===== config.mk =====
export PLATFORM = sky130hd
export DESIGN_NAME = base64url_strict_decoder
export DESIGN_NICKNAME = d
export VERILOG_FILES = /design/src/design/b64d_pkg.sv /design/src/design/base64url_strict_decoder.sv
export SDC_FILE = /design/constraint.sdc
export NUM_CORES = 1
export LEC_CHECK = 0
export ABC_CLOCK_PERIOD_IN_PS = 8020
export BUFFER_PORTS_ARGS = -buffer_cell sky130_fd_sc_hd__buf_2
export CAP_MARGIN = 5
export CORE_ASPECT_RATIO = 0.6
export CORE_MARGIN = 5
export CORE_UTILIZATION = 25
export CTS_CLUSTER_DIAMETER = 40
export CTS_CLUSTER_SIZE = 40
export DETAILED_ROUTE_END_ITERATION = 8
export SLEW_MARGIN = 10
export SYNTH_ARGS = -nofsm -noshare
export SYNTH_HDL_FRONTEND = slang
export SYNTH_SLANG_ARGS = --single-unit

===== constraint.sdc =====
create_clock -name clock -period 8.02 [get_ports clock]
set_clock_uncertainty 0.2 [all_clocks]
set_input_delay 1.203 -clock clock [delete_from_list [all_inputs] [get_ports clock]]
set_output_delay 1.203 -clock clock [all_outputs]
set_load 0.02 [all_outputs]

===== src/design/b64d_pkg.sv =====
// types, codes and the character map shared by the base64url decoder
package b64d_pkg;

   localparam logic [15:0] CAP_RESET = 16'd330;

   localparam logic [1:0] KIND_BYTE    = 2'd0;
   localparam logic [1:0] KIND_END_OK  = 2'd1;
   localparam logic [1:0] KIND_END_ERR = 2'd2;

   localparam logic [2:0] ERR_NONE     = 3'd0;
   localparam logic [2:0] ERR_BAD_CHAR = 3'd1;
   localparam logic [2:0] ERR_LENGTH   = 3'd2;
   localparam logic [2:0] ERR_TAIL     = 3'd3;
   localparam logic [2:0] ERR_OVERFLOW = 3'd4;

   typedef struct packed {
      logic [1:0]  kind;
      logic [15:0] byte_count;
      logic [2:0]  error_code;
      logic [7:0]  data_byte;
      logic        final_result;
   } result_type;

   typedef struct packed {
      logic       ok;
      logic [5:0] value;
   } sextet_type;

   // six-bit value of one character, ok low when outside the alphabet
   function automatic sextet_type sextet(input logic [7:0] ch);
      sextet_type s;
      s.ok    = 1'b1;
      s.value = 6'd0;
      if (ch >= 8'h41 && ch <= 8'h5a) begin
         s.value = 6'(ch - 8'h41);
      end else if (ch >= 8'h61 && ch <= 8'h7a) begin
         s.value = 6'(ch - 8'h61 + 8'd26);
      end else if (ch >= 8'h30 && ch <= 8'h39) begin
         s.value = 6'(ch - 8'h30 + 8'd52);
      end else if (ch == 8'h2d) begin
         s.value = 6'd62;
      end else if (ch == 8'h5f) begin
         s.value = 6'd63;
      end else begin
         s.ok = 1'b0;
      end
      return s;
   endfunction

endpackage


===== src/design/base64url_strict_decoder.sv =====
// top level of the unpadded base64url stream decoder
//
// One character is taken per clock cycle while req_tready is high. Each character
// updates the bit accumulator and pushes zero, one or two results (a decoded byte
// and, on the last character, the end status) into a four-entry result
// queue. req_tready is high while the queue holds two results or fewer, so a
// stream runs at one character per cycle as long as the consumer takes results
// at that pace; a message end that also completes a byte adds one result.
// The first error of a message is kept until its end; bytes beyond
// byte_capacity, bad characters, a length of one mod four and nonzero
// trailing bits are reported in the end status.
module base64url_strict_decoder
   import b64d_pkg::*;
(
   input  logic        clock,
   input  logic        reset,
   input  logic        req_tvalid,
   output logic        req_tready,
   input  logic [7:0]  req_tdata,   // text_char
   input  logic        req_tlast,   // last_char
   output logic        rsp_tvalid,
   input  logic        rsp_tready,
   output logic [31:0] rsp_tdata,   // data_byte, error_code, byte_count, zero pad
   output logic [1:0]  rsp_tuser,   // result_kind
   output logic        rsp_tlast,   // final_result
   input  logic        csr_we,
   input  logic [15:0] csr_wdata    // byte_capacity
);

   localparam int QDEPTH = 4;

   logic [15:0] cap_ff;
   logic [5:0]  lb_ff, lb_in;
   logic [2:0]  lc_ff, lc_in;
   logic [1:0]  phase_ff, phase_in;
   logic [15:0] bytes_ff, bytes_in;
   logic [2:0]  err_ff, err_in;

   sextet_type  sx;
   logic [11:0] acc;
   logic [11:0] acc_shift;
   logic [11:0] acc_mask;
   logic [3:0]  cnt_sum;
   logic [2:0]  cnt_rem;
   logic        formed;
   logic        emit;
   logic [2:0]  end_err;
   result_type  byte_res;
   result_type  end_res;
   result_type  slot0;
   logic [1:0]  push_n;
   logic        accept;
   logic        pop;

   result_type  queue_ff [QDEPTH];
   logic [1:0]  wr_ptr_ff;
   logic [1:0]  rd_ptr_ff;
   logic [2:0]  count_ff;

   assign accept = req_tvalid && req_tready;
   assign pop    = rsp_tvalid && rsp_tready;

   // per-character decode
   always_comb begin
      sx        = sextet(req_tdata);
      phase_in  = phase_ff + 2'd1;
      acc       = {lb_ff, sx.value};
      cnt_sum   = {1'b0, lc_ff} + 4'd6;
      formed    = cnt_sum[3];
      cnt_rem   = cnt_sum[2:0];
      acc_shift = acc >> cnt_rem;
      acc_mask  = acc & ~(12'hfff << cnt_rem);
      lb_in     = lb_ff;
      lc_in     = lc_ff;
      bytes_in  = bytes_ff;
      err_in    = err_ff;
      emit      = 1'b0;
      if (err_ff == ERR_NONE) begin
         if (!sx.ok) begin
            err_in = ERR_BAD_CHAR;
         end else begin
            if (formed) begin
               if (bytes_ff >= cap_ff) begin
                  err_in = ERR_OVERFLOW;
               end else begin
                  emit     = 1'b1;
                  bytes_in = bytes_ff + 16'd1;
               end
            end
            if (err_in == ERR_NONE) begin
               lb_in = acc_mask[5:0];
               lc_in = cnt_rem;
            end
         end
      end
      end_err = err_in;
      if (end_err == ERR_NONE && phase_in == 2'd1) begin
         end_err = ERR_LENGTH;
      end
      if (end_err == ERR_NONE && lc_in != 3'd0 && lb_in != 6'd0) begin
         end_err = ERR_TAIL;
      end

      byte_res.kind         = KIND_BYTE;
      byte_res.byte_count   = 16'd0;
      byte_res.error_code   = ERR_NONE;
      byte_res.data_byte    = acc_shift[7:0];
      byte_res.final_result = !req_tlast;

      end_res.kind         = (end_err == ERR_NONE) ? KIND_END_OK : KIND_END_ERR;
      end_res.byte_count   = bytes_in;
      end_res.error_code   = end_err;
      end_res.data_byte    = 8'd0;
      end_res.final_result = 1'b1;

      slot0  = emit ? byte_res : end_res;
      push_n = {1'b0, emit} + {1'b0, req_tlast};
   end

   // message state and capacity register
   always_ff @(posedge clock) begin
      if (reset) begin
         cap_ff   <= CAP_RESET;
         lb_ff    <= '0;
         lc_ff    <= '0;
         phase_ff <= '0;
         bytes_ff <= '0;
         err_ff   <= ERR_NONE;
      end else begin
         if (csr_we) begin
            cap_ff <= csr_wdata;
         end
         if (accept) begin
            if (req_tlast) begin
               lb_ff    <= '0;
               lc_ff    <= '0;
               phase_ff <= '0;
               bytes_ff <= '0;
               err_ff   <= ERR_NONE;
            end else begin
               lb_ff    <= lb_in;
               lc_ff    <= lc_in;
               phase_ff <= phase_in;
               bytes_ff <= bytes_in;
               err_ff   <= err_in;
            end
         end
      end
   end

   // result queue storage
   always_ff @(posedge clock) begin
      if (accept && push_n != 2'd0) begin
         queue_ff[wr_ptr_ff] <= slot0;
      end
      if (accept && push_n == 2'd2) begin
         queue_ff[wr_ptr_ff + 2'd1] <= end_res;
      end
   end

   // result queue pointers
   always_ff @(posedge clock) begin
      if (reset) begin
         wr_ptr_ff <= '0;
         rd_ptr_ff <= '0;
         count_ff  <= '0;
      end else begin
         if (accept) begin
            wr_ptr_ff <= wr_ptr_ff + push_n;
         end
         if (pop) begin
            rd_ptr_ff <= rd_ptr_ff + 2'd1;
         end
         count_ff <= count_ff + (accept ? {1'b0, push_n} : 3'd0) - {2'b0, pop};
      end
   end

   assign req_tready = count_ff <= 3'(QDEPTH - 2);
   assign rsp_tvalid = count_ff != 3'd0;
   assign rsp_tdata  = {5'd0, queue_ff[rd_ptr_ff].byte_count,
                        queue_ff[rd_ptr_ff].error_code, queue_ff[rd_ptr_ff].data_byte};
   assign rsp_tuser  = queue_ff[rd_ptr_ff].kind;
   assign rsp_tlast  = queue_ff[rd_ptr_ff].final_result;

   a_count_bound: assert property (@(posedge clock) disable iff (reset)
      count_ff <= 3'(QDEPTH))
      else $error("result queue overfilled");

   a_count_track: assert property (@(posedge clock) disable iff (reset)
      !$past(reset) |-> count_ff == 3'($past(count_ff)
         + ($past(accept) ? {1'b0, $past(push_n)} : 3'd0) - {2'b0, $past(pop)}))
      else $error("result queue count does not follow pushes and pops");

   a_no_byte_after_error: assert property (@(posedge clock) disable iff (reset)
      err_ff != ERR_NONE |-> !emit)
      else $error("byte emitted while an error is pending");

   a_end_is_final: assert property (@(posedge clock) disable iff (reset)
      rsp_tvalid && rsp_tuser != KIND_BYTE |-> rsp_tlast)
      else $error("end status not marked as last result of its item");

   a_cleared_after_last: assert property (@(posedge clock) disable iff (reset)
      accept && req_tlast |=> phase_ff == 2'd0 && bytes_ff == 16'd0 && err_ff == ERR_NONE)
      else $error("message state not cleared after last character");

endmodule

==> results of run 1 <==
-- power groups by stage --
stage | sequential [mW] | clock [mW] | combinational, mW
2_1_floorplan | 1.00 | 0 | 0.369
3_3_place_gp | 1.01 | 0 | 0.515
3_5_place_dp | 1.01 | 0 | 0.521
4_1_cts | 0.995 | 0.877 | 0.522
5_1_grt | 0.999 | 0.910 | 0.561
6_report | 0.995 | 0.861 | 0.509
-- final timing paths --
path / end / slack [ns] / cells past startpoint / start
max: queue_ff[3][13] / 2.35 / 16 / req_tdata[2]
min: queue_ff[2][2] / 0.26 / 2 / queue_ff[2][2]
max reg2reg: queue_ff[3][13] / 2.96 / 13 / bytes_ff[2]
min reg2reg: queue_ff[2][2] / 0.26 / 2 / queue_ff[2][2]
-- stage by stage --
stage,power (mW),instance area [µm²]
after floorplan,1.37,8950
after global placement,1.53,9640
after global routing,2.47,10300
after CTS,2.39,10300
after detailed placement,1.54,9640
final,2.36,10300
-- layer usage --
metal | vias to the layer above | part of all wire (%) | track usage, %
li1 | 3175 | - | -
met1 | 3159 | 51 | 18.7
met2 | 215 | 40 | 16.2
met3 | 14 | 7.7 | 3.49
met4 | 0 | 0.77 | 2.50
met5 | - | 0 | 0
-- cell usage in the layout, fill, tap and decap left out, types with 19 or more instances in the layout --
cell | synthesis | layout
nor2_1 | 126 | 126
dfxtp_1 | 90 | 89
edfxtp_1 | 84 | 84
buf_2 | 7 | 61
nand2_1 | 51 | 51
inv_1 | 40 | 40
a21oi_1 | 38 | 38
ha_1 | 37 | 37
o21ai_0 | 34 | 34
mux4_2 | 30 | 30
mux2i_1 | 21 | 21
a22o_1 | 20 | 20
clkbuf_16 | 0 | 19
-- worst register-to-register path, cell delays in order (launching register included) --
cell      delay (ns)
dfxtp_1         0.79
ha_1            0.30
o21ai_0         0.09
o21a_1          0.18
o211ai_1        0.38
or2_1           0.53
inv_4           0.23
ha_1            0.30
nor2b_1         0.19
and3_1          0.22
nor2_1          0.45
inv_1           0.61
nand3_1         0.25
o21ai_0         0.10
-- cell type report --
| type | instances | area (µm²) | area share, % |
|---|---|---|---|
| flip-flops and latches | 174 | 4330 | 42.2 |
| well taps | 467 | 584 | 5.70 |
| repair buffers | 67 | 350 | 3.42 |
| inverters | 42 | 160 | 1.56 |
| multi-input cells | 585 | 4220 | 41.2 |
| clock inverters | 12 | 133 | 1.29 |
| clock buffers | 20 | 479 | 4.67 |
-- cells by family after synthesis --
| logic type | count (synthesis) |
|---|---|
| AOI/OAI and AO/OA | 177 |
| xor gates and xnor gates | 24 |
| adders and majority gates | 38 |
| buffers and inverters | 94 |
| DFF | 174 |
| muxes | 55 |
| other | 1 |
| and+or+nand+nor | 286 |
-- registers in the layout (all words and copies together), names as in the netlist, named ones only --
register   flops
bytes_ff      16
queue_ff     120
lc_ff          2
lb_ff          6
phase_ff       2
count_ff       3
wr_ptr_ff      2
rd_ptr_ff      2
cap_ff        16
err_ff         3
==> metrics.yaml, run 1 <==
postCtsResizedCells: 0
core_area_mm2: 0.0351
die_h_um: 156
drc: 0
grt.total_usage_pct: 12.0
synth_cells: 849
hold_class: "reg2reg"
antenna_found_initial: 0
area_delta_synth_final_pct: 14.8
cpMaxStageDelayCell: "inv_1"
vdd.ir_drop.worst_mv: 0.117
dp_hpwl_um: 16800
cp-start-kind: "input pin"
slew_violations: 0
yosysMostFrequentCell: "nor2_1"
tns_ns: 0
relSlewSlack_pct: 30.0
yosys-top-cells-area: "edfxtp_1 28%, dfxtp_1 20%, mux4_2 7.6%"
maxCapViolCount: 0
internal_power_mw: 1.65
clk_latency_ns: 0.44
clock-sinks: 174
initial_core_util_pct: 25.4
worst-slew-pin-transition_ns: 1.05
synth_edf_count: 84
synth_top_cell_by_area: "edfxtp_1"
synth_top_family_by_area: "simple AND/OR/NAND/NOR gates"
netlist.area_leader.share_pct: 28.2
grt_pass1_wl_um: 37200
fillerInstances: 3656
postCtsSetupBuffers: 0
final_antenna_net_count: 0
switching_share_pct: 30.1
antenna_cells: 0
setup_ws_ns: 2.35
seqPwrFrac_pct: 42.1
post_synth_mux_area_share_pct: 10.4
vias: 6563
syn_area_per_cell_um2: 10.5
worst_setup_path_end_kind: "register"
leakage_nw: 3.60
final_util_pct: 29.2
die_w_um: 254
postCtsHoldBufs: 0
outcome: "completed"
totalWireLength_um: 23600
yosys.area_share.simple_pct: 15.2
ys_seq_area_share_pct: 48.4
overflow: 0
power_frac_comb_pct: 21.5
max_clock_freq_ghz: 0.176
drt_iter0_markers: 659
slowest_delay_ns: 0.61
post-place-ws_ns: 1.86
layoutNonFillerInstCount: 1367
path_delay_family: "simple AND/OR/NAND/NOR gates"
place_inst: 1335
root_buffer: "clkbuf_16"
final_nets: 955
drtPass1Iterations: 5
clkTransAtPathRegs_ns: 0.07
wl_per_cell_um: 17.2
crit_chain: "buf_2, inv_1, ha_1, and3b_1, a2111o_1, and3_1, o211ai_2, or2_1, inv_4, ha_1, nor2b_1, and3_1, nor2_1, inv_1, nand3_1, o21ai_0"
synth_xor_xnor_area_share_pct: 2.35
cts_buffer_depth: 2
fp.dieArea_mm2: 0.0397
rows: 53
synth.cell_area_mm2: 0.00893
rsz0062_at_grt: "false"
synthAdderAreaFrac_pct: 5.41
yosys-top-cells-count: "126 x nor2_1, 90 x dfxtp_1, 84 x edfxtp_1, 51 x nand2_1, 40 x inv_1"
period_minus_slack_ns: 5.67
synth_cell_types: 76
whs_ns: 0.262
io_buffers: 61
power_density_mw_per_mm2: 231
grt_pass1_vias: 6322
htreeDepth: 4
ios: 67
synth_compound_area_share_pct: 13.7
clock_power_share_pct: 36.4
ys.flop_type: "dfxtp_1"
cts_buffers: 17
crit_path_max_fanout: 24
final.period_utilization_pct: 70.7
cp.arrival_ns: 5.66
avgViaCountPerCell: 4.80
crit_required_ns: 8.01
grt_max_degree: 49
p_switching_uw: 713
drive_above_1_share_pct: 16.7
cts_tree: "done"
finalHoldViolations: 0
critPathBufInv: 4
synth_seq_cells: 174
gp_congestion: 0.831
setup_viol: 0
yosysWarningCount: 0
critical_path_class: "in2reg"
synthArstFlopShare_pct: 0
Power figures use the tool's default switching activity.
==> run 2: changes to the inputs <==
ABC_AREA = 1   (was not set)
ABC_CLOCK_PERIOD_IN_PS = 4700   (was 8020)
clock period = 4.7 ns   (was 8.02 ns; I/O delays follow)
==> run 2 against run 1 <==
Sequential power rose by 73%. Non-clock buffer count is 16 higher. Global-route usage up 0.97 points. Highest routed layer unchanged. Worst setup slack got worse by 1.7 ns. Sequential share of layout area decreased by 1.1 points. Via count increased by 19%. Sequential cell count is the same. Clock-buffer cell count is 3 lower.
==> metrics.yaml, run 2 <==
postCtsResizedCells: 0  # unchanged
largest_register_ff_count: 120  # unchanged
synth_edf_count: 84  # unchanged
initial_core_util_pct: 25.2  # -0.21 points
setup_viol: 0  # unchanged
vdd.ir_drop.worst_mv: 0.259  # +120%
synth_xor_xnor_area_share_pct: 1.43  # -0.93 points
synth_compound_area_share_pct: 15.5  # +1.8 points
tns_ns: 0  # unchanged
die_w_um: 256  # +0.96%
gp_congestion: 0.878  # +5.7%
wl_per_cell_um: 15.7  # -8.7%
synth_top_family_by_area: "simple AND/OR/NAND/NOR gates"
netlist.area_leader.share_pct: 27.7  # -0.56 points
max_clock_freq_ghz: 0.249
fp.dieArea_mm2: 0.0405  # +1.9%
dp_hpwl_um: 18500  # +10%
synthAdderAreaFrac_pct: 5.30  # -0.11 points
drive_above_1_share_pct: 12.7  # -3.9 points
core_area_mm2: 0.0361  # +2.8%
fillerInstances: 3856  # +5.5%
synth_top_cell_by_area: "edfxtp_1"
yosys-top-cells-count: "226 x nand2_1, 171 x nor2_1, 114 x o21ai_0, 108 x inv_1, 90 x dfxtp_1"
vias: 7801  # +19%
die_h_um: 158  # +0.94%
period_minus_slack_ns: 4.01
grt_pass1_vias: 7177  # +14%
cp-start-kind: "input pin"
cp_common_cell: "inv_1"
critPathBufInv: 7  # +3
antenna_cells: 0  # unchanged
post-place-ws_ns: 0.277  # -1.58 ns
yosysMostFrequentCell: "nand2_1"
clock-sinks: 174  # unchanged
ys.flop_type: "dfxtp_1"
root_buffer: "clkbuf_16"
largest_register: "queue_ff"
crit_required_ns: 4.70  # -3.31 ns
totalWireLength_um: 26500  # +12%
ys_seq_area_share_pct: 47.4  # -0.96 points
final_nets: 1263  # +32%
drtPass1Iterations: 6  # +1
finalHoldViolations: 0  # unchanged
power_density_mw_per_mm2: 398  # +73%
drc: 0  # unchanged
clkTransAtPathRegs_ns: 0.08  # about the same
cts_buffer_depth: 2  # unchanged
drt_iter0_markers: 778  # +18%
yosys-top-cells-area: "edfxtp_1 28%, dfxtp_1 20%, nand2_1 9.3%"
synth.cell_area_mm2: 0.00911  # +2.0%
setup_ws_ns: 0.686  # -1.66 ns
post_synth_mux_area_share_pct: 0  # -10 points
final_antenna_net_count: 0  # unchanged
rr_startpoint: "lc_ff[1]"
cts_buffers: 17  # unchanged
finalPower_mw: 4.20  # +77%
rows: 54  # +1.9%
seq_area_mm2: 0.00433  # unchanged
synth_cells: 1144  # +35%
cp.arrival_ns: 4.01  # -1.65 ns
leakage_nw: 4.28  # +19%
htreeDepth: 4  # unchanged
postCtsHoldBufs: 0  # unchanged
worst_setup_path_end_kind: "register"
synth_seq_cells: 174  # unchanged
final_common_cell: "nand2_1"
layout_common_cells: "226 x nand2_1, 171 x nor2_1, 111 x o21ai_0, 108 x inv_1, 89 x dfxtp_1"
path_delay_family: "simple AND/OR/NAND/NOR gates"
worst-slew-pin-transition_ns: 1.04  # -0.0116 ns
multiInputGateArea_mm2: 0.00408  # -3.3%
crit_chain: "buf_2, inv_1, ha_1, nand2_1, a21oi_1, nand2_2, nand2_4, nand3_2, nand2_4, nor2_8, nand2_4, inv_2, ha_1, inv_1, nor2_1, inv_1, nor3_1, nor2_1, inv_1, o21ai_1, buf_4, nor2_1"
maxCapViolCount: 0  # unchanged
postCtsSetupBuffers: 0  # unchanged
outcome: "completed"
io_buffers: 61  # unchanged
grt_pass1_wl_um: 41200  # +11%
cts_tree: "done"
hp-start: "queue_ff[1][6]"
yosysWarningCount: 0  # unchanged
reg_top3: "queue_ff x120, bytes_ff x16, cap_ff x16"
overflow: 0  # unchanged
syn_area_per_cell_um2: 7.97  # -24%
place_inst: 1652  # +24%
antenna_found_initial: 0  # unchanged
final.period_utilization_pct: 85.4
avgViaCountPerCell: 4.63  # -3.5%
layoutNonFillerInstCount: 1684  # +23%
slew_violations: 0  # unchanged
yosys.area_share.simple_pct: 22.4  # +7.3 points
area_delta_synth_final_pct: 15.6
ios: 67  # unchanged
clk_latency_ns: 0.45  # about the same
critical_path_class: "in2reg"
slowest_delay_ns: 0.60  # about the same
synthArstFlopShare_pct: 0  # unchanged
relSlewSlack_pct: 30.8  # +0.78 points
crit_path_max_fanout: 20  # -17%
hold_class: "reg2reg"
final_util_pct: 29.1  # -0.032 points
grt.total_usage_pct: 13.0  # +0.97 points
rsz0062_at_grt: "false"
grt_max_degree: 62  # +27%
crit_start: "req_tdata[2]"
synth_cell_types: 45  # -41%
cpMaxStageDelayCell: "nor2_1"
-- run 2: changes by cell type in the layout (fill, tap and decap cells not counted), sizes merged, moves of 26 or more --
cell,change
nor2,+48
o21ai,+75
o22ai,+26
inv,+82
nand2,+184
a21oi,+49
mux4,-30
-- run 2: area by class of cell --
type                    instances  area share, %
multi-input cells             797           38.8
inverters                     122           4.37
well taps                     476           5.65
clock inverters                15           1.52
flip-flops and latches        174           41.1
clock buffers                  17           4.04
repair buffers                 83           4.58
-- run 2: worst register-to-register path: cells and delay by family (launching register included) --
| family | cells | cell delay [ns] |
|---|---|---|
| buffers and inverters | 6 | 1.05 |
| adders and majority gates | 2 | 0.53 |
| and+or+nand+nor | 5 | 1.04 |
| DFF | 1 | 0.67 |
-- run 2: final timing paths --
kind	end	slack [ns]	cells past startpoint
max	queue_ff[0][14]	0.69	22
min	queue_ff[1][6]	0.26	2
min reg2reg	queue_ff[1][6]	0.26	2
max reg2reg	queue_ff[3][29]	0.88	13
-- run 2: power by group --
part	internal, mW	switching [mW]
combinational	0.301	0.749
sequential	1.67	0.0461
clock	0.716	0.710
-- run 2: logic make-up after synthesis --
logic type,after synthesis
compound gates,256
xor+xnor,14
fa+ha+maj,38
buf+inv,177
flops,174
other cells,1
simple gates,484
-- run 2: through the flow --
step,instance area [µm²],hold WS [ns]
global placement,9950,0.235
floorplan,9130,0.221
CTS,10500,0.258
finish,10500,0.259
detailed placement,9950,0.242
global route,10500,0.271
-- run 2: layer usage --
metal	GRT usage, %	vias to the layer above	routed length (µm)
met1	20.5	3640	13900
met2	17.7	251	10300
li1	-	3890	-
met5	0	-	0
met3	2.68	20	1990
met4	3.01	0	276
